File: config.mk
export PLATFORM = sky130hd
export DESIGN_NAME = json_string_unescape_utf8_core
export DESIGN_NICKNAME = d
export VERILOG_FILES = /design/src/rtl/jsu_pkg.sv /design/src/rtl/jsu_in_stage.sv /design/src/rtl/jsu_decode.sv /design/src/rtl/jsu_out_stage.sv /design/src/rtl/json_string_unescape_utf8_core.sv
export SDC_FILE = /design/constraint.sdc
export NUM_CORES = 1
export LEC_CHECK = 0
export BUFFER_PORTS_ARGS = -buffer_cell sky130_fd_sc_hd__buf_2
export CAP_MARGIN = 10
export CORE_ASPECT_RATIO = 0.8
export CORE_MARGIN = 3
export CORE_UTILIZATION = 35
export CTS_BUF_LIST = sky130_fd_sc_hd__clkbuf_4 sky130_fd_sc_hd__clkbuf_8
export DETAILED_ROUTE_END_ITERATION = 10
export HOLD_SLACK_MARGIN = 0.12
export SYNTH_ARGS = -nofsm -noshare
export SYNTH_HDL_FRONTEND = slang
export SYNTH_HIERARCHICAL = 1
export SYNTH_SLANG_ARGS = --single-unit
File: constraint.sdc
create_clock -name clk -period 4.32 [get_ports clk]
set_input_delay 0.864 -clock clk [delete_from_list [all_inputs] [get_ports clk]]
set_output_delay 0.864 -clock clk [all_outputs]
set_load 0.05 [all_outputs]
File: src/rtl/jsu_pkg.sv
// Shared types and constants for the JSON string unescaper.
`default_nettype none

package jsu_pkg;

  // Decoder phase codes
  localparam logic [1:0] PH_PLAIN = 2'd0;
  localparam logic [1:0] PH_ESC   = 2'd1;
  localparam logic [1:0] PH_HEX   = 2'd2;
  localparam logic [1:0] PH_DONE  = 2'd3;

  // Characters the decoder looks for
  localparam logic [7:0] CH_BSLASH = 8'h5C;
  localparam logic [7:0] CH_QUOTE  = 8'h22;
  localparam logic [7:0] CH_U      = 8'h75;
  localparam logic [7:0] CH_N      = 8'h6E;
  localparam logic [7:0] CH_R      = 8'h72;
  localparam logic [7:0] CH_T      = 8'h74;
  localparam logic [7:0] CH_LF     = 8'h0A;
  localparam logic [7:0] CH_CR     = 8'h0D;
  localparam logic [7:0] CH_TAB    = 8'h09;

  // UTF-8 lead and continuation marks
  localparam logic [7:0] UTF_LEAD2 = 8'hC0;
  localparam logic [7:0] UTF_LEAD3 = 8'hE0;
  localparam logic [7:0] UTF_CONT  = 8'h80;

  // One accepted input transaction
  typedef struct packed {
    logic [7:0] data;
    logic       first;
  } item_t;

  // Results caused by one input byte: up to three bytes, end flag on the final one
  typedef struct packed {
    logic [1:0]      cnt;
    logic [2:0][7:0] bytes;
    logic            end_flag;
  } res_t;

  // Hex digit decode: bit 4 set when the byte is a hex digit
  function automatic logic [4:0] hex_decode(input logic [7:0] c);
    logic [4:0] r;
    r = 5'd0;
    if (c >= 8'h30 && c <= 8'h39) begin
      r = {1'b1, 4'(c - 8'h30)};
    end else if (c >= 8'h61 && c <= 8'h66) begin
      r = {1'b1, 4'(c - 8'h57)};
    end else if (c >= 8'h41 && c <= 8'h46) begin
      r = {1'b1, 4'(c - 8'h37)};
    end
    return r;
  endfunction

endpackage

`default_nettype wire

File: src/rtl/jsu_in_stage.sv
// Input register stage for the JSON string unescaper.
`default_nettype none

module jsu_in_stage import jsu_pkg::*; (
  input  wire logic  clk,
  input  wire logic  rst_n,
  input  wire logic  in_valid,
  output logic       in_ready,
  input  wire item_t in_item,
  input  wire logic  take,      // decoder consumes the held item this cycle
  output logic       item_valid,
  output item_t      item
);

  logic  valid_r;
  item_t item_r;

  assign in_ready   = !valid_r || take;
  assign item_valid = valid_r;
  assign item       = item_r;

  always_ff @(posedge clk) begin
    if (!rst_n) begin
      valid_r <= 1'b0;
    end else if (in_ready) begin
      valid_r <= in_valid;
    end
  end

  always_ff @(posedge clk) begin
    if (in_ready && in_valid) begin
      item_r <= in_item;
    end
  end

endmodule

`default_nettype wire

File: src/rtl/jsu_decode.sv
// Escape and \u decoder: phase state plus single-pass result generation.
`default_nettype none

module jsu_decode import jsu_pkg::*; (
  input  wire logic  clk,
  input  wire logic  rst_n,
  input  wire logic  step,   // item taken this cycle
  input  wire item_t item,
  output res_t       res
);

  logic [1:0]  phase_r, phase_nxt;
  logic [1:0]  dc_r, dc_nxt;
  logic [15:0] code_r, code_nxt;
  logic        stop_r, stop_nxt;

  logic [1:0]  ph;
  logic [1:0]  dc;
  logic [15:0] cv;
  logic        st;
  logic [7:0]  c;
  logic [4:0]  hx;
  logic [15:0] cv_new;
  logic        plain;
  logic        pos;

  always_comb begin
    c  = item.data;
    hx = hex_decode(c);
    // first byte of a string starts from the reset state
    ph = item.first ? PH_PLAIN : phase_r;
    dc = item.first ? 2'd0 : dc_r;
    cv = item.first ? 16'd0 : code_r;
    st = item.first ? 1'b0 : stop_r;

    phase_nxt = ph;
    dc_nxt    = dc;
    code_nxt  = cv;
    stop_nxt  = st;
    cv_new    = cv;
    res       = '0;
    plain     = 1'b0;
    pos       = 1'b0;

    unique case (ph)
      PH_PLAIN: begin
        plain = 1'b1;
      end
      PH_ESC: begin
        if (c == CH_U) begin
          phase_nxt = PH_HEX;
          dc_nxt    = 2'd0;
          code_nxt  = 16'd0;
          stop_nxt  = 1'b0;
        end else begin
          phase_nxt = PH_PLAIN;
          res.cnt   = 2'd1;
          case (c)
            CH_N:    res.bytes[0] = CH_LF;
            CH_R:    res.bytes[0] = CH_CR;
            CH_T:    res.bytes[0] = CH_TAB;
            default: res.bytes[0] = c;
          endcase
        end
      end
      PH_HEX: begin
        if (dc == 2'd0 && !hx[4]) begin
          // not a \u escape after all: emit 'u', then treat byte as text
          res.bytes[0] = CH_U;
          res.cnt      = 2'd1;
          plain        = 1'b1;
          pos          = 1'b1;
        end else begin
          if (!st && hx[4]) begin
            cv_new = {cv[11:0], hx[3:0]};
          end
          stop_nxt = st | !hx[4];
          code_nxt = cv_new;
          if (dc == 2'd3) begin
            phase_nxt = PH_PLAIN;
            dc_nxt    = 2'd0;
            if (cv_new[15:7] == 9'd0) begin
              res.cnt      = 2'd1;
              res.bytes[0] = cv_new[7:0];
            end else if (cv_new[15:11] == 5'd0) begin
              res.cnt      = 2'd2;
              res.bytes[0] = UTF_LEAD2 | {3'd0, cv_new[10:6]};
              res.bytes[1] = UTF_CONT | {2'd0, cv_new[5:0]};
            end else begin
              res.cnt      = 2'd3;
              res.bytes[0] = UTF_LEAD3 | {4'd0, cv_new[15:12]};
              res.bytes[1] = UTF_CONT | {2'd0, cv_new[11:6]};
              res.bytes[2] = UTF_CONT | {2'd0, cv_new[5:0]};
            end
          end else begin
            dc_nxt = dc + 2'd1;
          end
        end
      end
      default: begin
        // finished: ignore until next first byte
      end
    endcase

    if (plain) begin
      phase_nxt = PH_PLAIN;
      if (c == CH_BSLASH) begin
        phase_nxt = PH_ESC;
      end else if (c == CH_QUOTE) begin
        phase_nxt              = PH_DONE;
        res.end_flag           = 1'b1;
        res.bytes[{1'b0, pos}] = 8'd0;
        res.cnt                = {1'b0, pos} + 2'd1;
      end else begin
        res.bytes[{1'b0, pos}] = c;
        res.cnt                = {1'b0, pos} + 2'd1;
      end
    end
  end

  always_ff @(posedge clk) begin
    if (!rst_n) begin
      phase_r <= PH_PLAIN;
      dc_r    <= 2'd0;
      code_r  <= 16'd0;
      stop_r  <= 1'b0;
    end else if (step) begin
      phase_r <= phase_nxt;
      dc_r    <= dc_nxt;
      code_r  <= code_nxt;
      stop_r  <= stop_nxt;
    end
  end

endmodule

`default_nettype wire

File: src/rtl/jsu_out_stage.sv
// Result register and byte serializer for the JSON string unescaper.
`default_nettype none

module jsu_out_stage import jsu_pkg::*; (
  input  wire logic       clk,
  input  wire logic       rst_n,
  input  wire logic       load,
  input  wire res_t       res,
  output logic            free,       // result register can take a new bundle
  output logic            out_valid,
  input  wire logic       out_ready,
  output logic [7:0]      out_data,
  output logic            out_end,
  output logic            out_last
);

  res_t       res_r;
  logic       v_r;
  logic [1:0] idx_r;
  logic       last_beat;

  assign last_beat = (idx_r == res_r.cnt - 2'd1);
  assign free      = !v_r || (out_ready && last_beat);
  assign out_valid = v_r;
  assign out_last  = last_beat;
  assign out_end   = res_r.end_flag && last_beat;

  always_comb begin
    case (idx_r)
      2'd0:    out_data = res_r.bytes[0];
      2'd1:    out_data = res_r.bytes[1];
      default: out_data = res_r.bytes[2];
    endcase
  end

  always_ff @(posedge clk) begin
    if (!rst_n) begin
      v_r   <= 1'b0;
      idx_r <= 2'd0;
    end else if (load) begin
      v_r   <= (res.cnt != 2'd0);
      idx_r <= 2'd0;
    end else if (v_r && out_ready) begin
      if (last_beat) begin
        v_r <= 1'b0;
      end else begin
        idx_r <= idx_r + 2'd1;
      end
    end
  end

  always_ff @(posedge clk) begin
    if (load) begin
      res_r <= res;
    end
  end

endmodule

`default_nettype wire

File: src/rtl/json_string_unescape_utf8_core.sv
// Top level of the JSON string unescaper with UTF-8 output for \u escapes.
//
//  channel | dir | handshake            | payload
//  --------+-----+----------------------+------------------------------------------
//  in_     | in  | in_tvalid/in_tready  | tdata[7:0] raw byte, tuser first-of-string
//  out_    | out | out_tvalid/out_tready| tdata[7:0] decoded byte, tuser end mark,
//          |     |                      | tlast final result of the input byte
//
// Flow: an input transaction passes an input register, then the decoder
// writes its 0..3 result bytes into the result register together. Items
// with at most one result flow at one per cycle while out_tready is high;
// an item with k results holds the result serializer until all k bytes
// are taken, which sets the sustained rate.
// Reset: synchronous active-low rst_n clears the stage valids and the phase
// state; no clearing pass. Stalls on out_tready back up through in_tready.
`default_nettype none

module json_string_unescape_utf8_core import jsu_pkg::*; (
  input  wire logic       clk,
  input  wire logic       rst_n,
  input  wire logic       in_tvalid,
  output logic            in_tready,
  input  wire logic [7:0] in_tdata,   // [7:0] in_byte
  input  wire logic       in_tuser,   // [0] first
  output logic            out_tvalid,
  input  wire logic       out_tready,
  output logic [7:0]      out_tdata,  // [7:0] out_byte
  output logic            out_tuser,  // [0] end_mark
  output logic            out_tlast
);

  item_t in_item;
  item_t item;
  logic  item_valid;
  logic  res_free;
  logic  step;
  res_t  res;

  assign in_item.data  = in_tdata;
  assign in_item.first = in_tuser;

  // decoder advances only when the result register can take the bundle
  assign step = item_valid && res_free;

  jsu_in_stage u_in (
    .clk        (clk),
    .rst_n      (rst_n),
    .in_valid   (in_tvalid),
    .in_ready   (in_tready),
    .in_item    (in_item),
    .take       (step),
    .item_valid (item_valid),
    .item       (item)
  );

  jsu_decode u_dec (
    .clk   (clk),
    .rst_n (rst_n),
    .step  (step),
    .item  (item),
    .res   (res)
  );

  jsu_out_stage u_out (
    .clk       (clk),
    .rst_n     (rst_n),
    .load      (step),
    .res       (res),
    .free      (res_free),
    .out_valid (out_tvalid),
    .out_ready (out_tready),
    .out_data  (out_tdata),
    .out_end   (out_tuser),
    .out_last  (out_tlast)
  );

endmodule

`default_nettype wire

==> results of run 1 <==
## worst reg2reg max path, cell delays in order, from the launching register on
cell	delay (ps)
edfxtp_1	530
inv_1	140
ha_1	260
or3b_1	370
o311a_1	330
nand2_1	140
a22o_1	560
buf_4	290
mux2i_1	340
o22ai_1	140
a32o_1	310
## state kept, by name, summed over array words and instances (netlist names)
| signal | flops |
|---|---|
| u_out/res_r | 27 |
| u_dec/code_r | 16 |
| u_in/item | 9 |
| u_dec/dc_r | 2 |
| u_dec/phase_r | 2 |
| u_out/idx_r | 2 |
| u_dec/stop_r | 1 |
| u_in/item_valid | 1 |
| u_out/out_valid | 1 |
## cell usage in the layout (no fill, tap or decap), drive strengths merged, types with 5 or more instances in the layout
| master | instances |
|---|---|
| o21ai | 23 |
| and2 | 8 |
| a22oi | 26 |
| nand3 | 7 |
| mux2 | 5 |
| ha | 12 |
| clkinv | 5 |
| nand2 | 55 |
| dfxtp | 25 |
| inv | 19 |
| a31oi | 10 |
| buf | 35 |
| nor3 | 9 |
| nand2b | 5 |
| clkbuf | 10 |
| nor2b | 19 |
| nor2 | 44 |
| edfxtp | 36 |
| mux2i | 14 |
| a21oi | 15 |
## final timing paths
kind | from | endpoint | slack, ps
min | u_dec/phase_r[0]$_SDFFE_PN0P_ | u_dec/phase_r[0]$_SDFFE_PN0P_ | 490
min reg2reg | u_dec/phase_r[0]$_SDFFE_PN0P_ | u_dec/phase_r[0]$_SDFFE_PN0P_ | 490
max reg2reg | u_in/item[2]$_DFFE_PP_ | u_out/res_r[3]$_DFFE_PP_ | 650
max | u_in/item[2]$_DFFE_PP_ | u_out/res_r[3]$_DFFE_PP_ | 650
## routing by layer
layer / track usage / up-vias / routed length [µm]
met2: 0.249 / 202 / 4570
met4: 0.0732 / 0 / 312
met3: 0.0654 / 30 / 1170
met5: 0 / - / 0
li1: - / 1621 / -
met1: 0.278 / 1643 / 5120
## power groups by stage
| stage | Combinational (mW) | Clock (mW) | Sequential, mW |
|---|---|---|---|
| after floorplan | 0.181 | 0 | 0.675 |
| after global placement | 0.242 | 0 | 0.685 |
| after detailed placement | 0.241 | 0 | 0.686 |
| after CTS | 0.242 | 0.440 | 0.673 |
| after global routing | 0.265 | 0.473 | 0.677 |
| final | 0.246 | 0.428 | 0.673 |
## cell type report
| cell class | instances | area, µm² | area share |
|---|---|---|---|
| Inverter | 19 | 71.3 | 0.0165 |
| Clock buffer | 10 | 131 | 0.0304 |
| Tap cell | 140 | 175 | 0.0405 |
| Timing Repair Buffer | 35 | 203 | 0.0468 |
| Multi-Input combinational cell | 324 | 2140 | 0.493 |
| Clock inverter | 6 | 30.0 | 0.00694 |
| Sequential cell | 61 | 1580 | 0.365 |
## metrics by stage
stage,hold WS [ps],cell area (µm²)
3_3_place_gp,469,4170
3_5_place_dp,483,4170
4_1_cts,498,4330
5_1_grt,512,4330
6_report,491,4330
2_1_floorplan,454,3880
## kinds of logic (layout without fill, tap and decap cells)
kind of cell               count (synthesis)  in the layout  synth area share
adders and majority gates                 12             12            0.0387
DFF                                       61             61             0.408
and+or+nand+nor                          160            160             0.204
muxes                                     19             19            0.0545
buffers and inverters                     38             70            0.0413
xor gates and xnor gates                   4              4            0.0110
AOI/OAI and AO/OA                        128            128             0.242
other                                      1              1          0.000967
==> impl_metrics.ini, run 1 <==
[outcome]
outcome = completed

[clock_network]
postCtsSetupBuffers = 0
cts-root-buf = clkbuf_8
holdBufCountCts = 0
cts.path.max_buffers = 2
clkSlewWorstSetupHoldPaths_ps = 70
cts_tree = built
cts_resized = 0
cts_num_sinks = 61
clock_latency_ps = 350
cts_inserted_buffers = 9
cts_htree_levels = 3

[synth]
synth_cell_types = 71
synth_area_per_cell_um2 = 9.17
synth_ff_type = edfxtp_1
syn-num-nets = 448
synthTopCellsByCount = nand2_1, nor2_1, edfxtp_1, a22oi_1, dfxtp_1
netlist_area_mm2 = 0.00388
synth_top_cells_by_area = edfxtp_1, dfxtp_1, nand2_1
synth_top_area_share = 0.279
syn_inst = 423
synth_edf_count = 36
ys_ff_latch = 61
synth.largest_area_cell = edfxtp_1
synth.most_common_cell = nand2_1
ys_async_sr_fraction = 0
seq_area_frac_synth = 0.408
ys_warn_count = 6

[die]
row_count = 33
core_mm2 = 0.0105
fp.dieW_um = 124
start_util = 0.368
pin_count = 25
die_y_um = 100
die_area_mm2 = 0.0124

[global_route]
grt-ovfl-total = 0
antenna_found_initial = 0
track_usage = 0.189
grt_max_degree = 38
grt_pass1_wl_um = 17900
grt_pass1_vias = 3341

[critical_path]
crit_required_ps = 4420
crit_family = compound AO/OA/AOI/OAI gates
arrival_ps = 3770
endpoint_kind = flip-flop
path_buf_inv = 2
cp.depth = 10
cp-start-kind = flip-flop
worst-setup-path-type = flip-flop to flip-flop
critPathSlowestCell = a22o_1
reg2reg_depth = 10
cp_max_fo = 14
crit_path_cell_trace = inv_1, ha_1, or3b_1, o311a_1, nand2_1, a22o_1, buf_4, mux2i_1, o22ai_1, a32o_1
critPathMaxStageDelay_ps = 560

[routing]
vias = 3496
drc = 0
first_pass_iters = 6
routedWlPerCell_um = 18.8
wl_um = 11200
drt_iter0_markers = 433
viasPerCell = 5.88
ant_nets = 0

[sta]
finalHoldViolCount = 0
layout_setup_ws_ps = 651
finClkSkew_ps = 3.78
setup_viol = 0
maxSlewHeadroom = 0.584
fin_tns_setup_ps = 0
drv_slew = 0
layout_min_cycle_time_ps = 3670
fmax_ghz = 0.273
rsz0062_at_grt = false
fin_crit_sh = 0.849
tightestPinTransition_ps = 624

[power_and_ir_drop]
share_comb_of_total_power = 0.183
pwr-share-clk = 0.317
power_density_mw_per_mm2 = 311
swShare = 0.307
p_leak_nw = 1.69
irDropWorstVdd_mv = 0.171
p_seq_frac = 0.500
power.switching_mw = 0.413
intPower_mw = 0.934
power_mw = 1.35

[worst_hold_path]
hp-class = flip-flop to flip-flop
holdPathStages = 1

[placed_design]
dp_cells = 579
gp_congestion = 1.01
preCtsSetupSlack_ps = 731
io_buffers = 24
hpwl_um = 8230

[cells_and_area]
drive_above_1_share = 0.167
final_util = 0.411
num_antenna_cells = 0
fin_nets = 475
num-fill-cells = 1094
area_growth_pct = 11.6
instances_no_fill = 595

[job]
maxCapViolCount = 0
Power figures use the tool's default switching activity.
==> run 2, diff against run 1 <==
==> constraint.sdc (replaced) <==
create_clock -name clk -period 3.5 [get_ports clk]
set_input_delay 0.7 -clock clk [delete_from_list [all_inputs] [get_ports clk]]
set_output_delay 0.7 -clock clk [all_outputs]
set_load 0.05 [all_outputs]
==> run 2 against run 1 <==
Global-route usage down 0.11 points. Sequential power is 22% higher. Fmax is 12% higher. Clock power increased by 46%. Wire length is 1.1% higher. Sequential share of layout area decreased by 1.1 points. Cell area grew 3.1%. Non-clock buffer count up 13. Critical path type unchanged. Critical endpoint is now u_out/res_r[1]$_DFFE_PP_. Largest power group unchanged.
==> impl_metrics.ini, run 2 (synthesis gave the netlist of run 1 again) <==
[outcome]
outcome = completed

[cells_and_area]
largest_reg_flops = 27
most-common-layout-cells = nand2_1, nor2_1, edfxtp_1
stdcell_area_mm2 = 0.00446
final_util = 0.424
fin_nets = 488
num_antenna_cells = 0
regMostFlops = u_out/res_r
num-fill-cells = 1064
final_common_cell = nand2_1
area_growth_pct = 15.0
drive_above_1_share = 0.190
instances_no_fill = 608

[placed_design]
placed_cell_area_mm2 = 0.00426
hpwl_um = 8670
dp_cells = 592
io_buffers = 24
gp_congestion = 0.913
preCtsSetupSlack_ps = 251

[global_route]
grt_max_degree = 31
grt-ovfl-total = 0
track_usage = 0.187
grt_pass1_vias = 3224
grt_pass1_wl_um = 17800
antenna_found_initial = 0

[die]
row_count = 33
core_mm2 = 0.0105
pin_count = 25
start_util = 0.368
die_y_um = 100
die_area_mm2 = 0.0124
fp.dieW_um = 124

[clock_network]
cts_htree_levels = 3
cts_num_sinks = 61
cts-root-buf = clkbuf_8
postCtsSetupBuffers = 0
clkSlewWorstSetupHoldPaths_ps = 70
holdBufCountCts = 0
cts.path.max_buffers = 2
cts_inserted_buffers = 9
cts_tree = built
clock_latency_ps = 350

[job]
maxCapViolCount = 0

[critical_path]
cp_max_fo = 6
reg2reg_depth = 11
worst-setup-path-type = flip-flop to flip-flop
crit_path_cell_trace = inv_1, ha_1, or3b_1, nand4_1, a22o_4, a21oi_4, mux2i_2, buf_4, nor2_1, o311a_1, a221o_1
regToRegEndpoint = u_out/res_r[1]$_DFFE_PP_
r2r-start = u_in/item[1]$_DFFE_PP_
endpoint_kind = flip-flop
critPathSlowestCell = mux2i_2
reg2reg_slack_ps = 230
crit_path_start = u_in/item[1]$_DFFE_PP_
crit_required_ps = 3590
arrival_ps = 3360
critPathMaxStageDelay_ps = 470
cp-start-kind = flip-flop

[worst_hold_path]
holdPathStages = 1
hp-class = flip-flop to flip-flop
hold_path_end = u_dec/phase_r[0]$_SDFFE_PN0P_
hold_start = u_dec/phase_r[0]$_SDFFE_PN0P_

[routing]
viasPerCell = 5.80
ant_nets = 0
routedWlPerCell_um = 18.6
drt_iter0_markers = 289
first_pass_iters = 5
vias = 3524
drc = 0
wl_um = 11300

[sta]
finalHoldViolCount = 0
setup_viol = 0
rsz0062_at_grt = false
tightestPinTransition_ps = 587
drv_slew = 0
timing.hold.ws_ps = 488
fmax_ghz = 0.306
finClkSkew_ps = 9.19
maxSlewHeadroom = 0.603
layout_setup_ws_ps = 232
fin_tns_setup_ps = 0
fin_crit_sh = 0.934
layout_min_cycle_time_ps = 3270

[power_and_ir_drop]
irDropWorstVdd_mv = 0.238
power_density_mw_per_mm2 = 396
p_leak_nw = 1.76
power_mw = 1.77
## run 2: cell type report
type	count	area, µm²	area share
clock buffer	11	145	0.0325
inverter	19	71.3	0.0160
timing repair buffer	48	300	0.0673
sequential	61	1580	0.355
multi-input combinational	324	2140	0.479
tap	140	175	0.0393
clock inverter	5	51.3	0.0115
## run 2: critical path: cells and delay by family (launching register included)
family	cells	cell delay (ps)
multiplexers	1	470
flip-flops	1	420
AND/OR/NAND/NOR	3	360
adder cells (fa/ha/maj)	1	240
buffers and inverters	2	330
AO/OA/AOI/OAI	4	1190
## run 2: power by group
| part | internal (mW) | total [mW] | leakage [nW] | switching (mW) |
|---|---|---|---|---|
| Combinational | 0.104 | 0.318 | 1.11 | 0.214 |
| Sequential | 0.801 | 0.823 | 0.551 | 0.0226 |
| Clock | 0.351 | 0.625 | 0.102 | 0.274 |
| Total | 1.26 | 1.77 | 1.76 | 0.510 |
## run 2: timing repair
item,in CTS,in global routing
endpoints found under the hold margin,0,0
gates resized for setup,0,1
endpoints found under the setup margin,0,1
## run 2: worst max path at each step
stage,to,slack (ps),depth (start not counted)
after CTS,u_out/res_r[1]$_DFFE_PP_,240,11
after global routing,u_out/res_r[1]$_DFFE_PP_,60,11
final,u_out/res_r[1]$_DFFE_PP_,230,11
after floorplan,in_tready,60,6
after global placement,u_out/res_r[3]$_DFFE_PP_,360,11
after detailed placement,u_out/res_r[1]$_DFFE_PP_,250,11
## run 2: routing by layer
layer  GRT usage  share of wire  up-vias
met5           0              0        -
met4      0.0477          0.013        0
met2       0.263           0.42      140
met3      0.0389          0.068       14
met1       0.290           0.50     1716
li1            -              -     1654
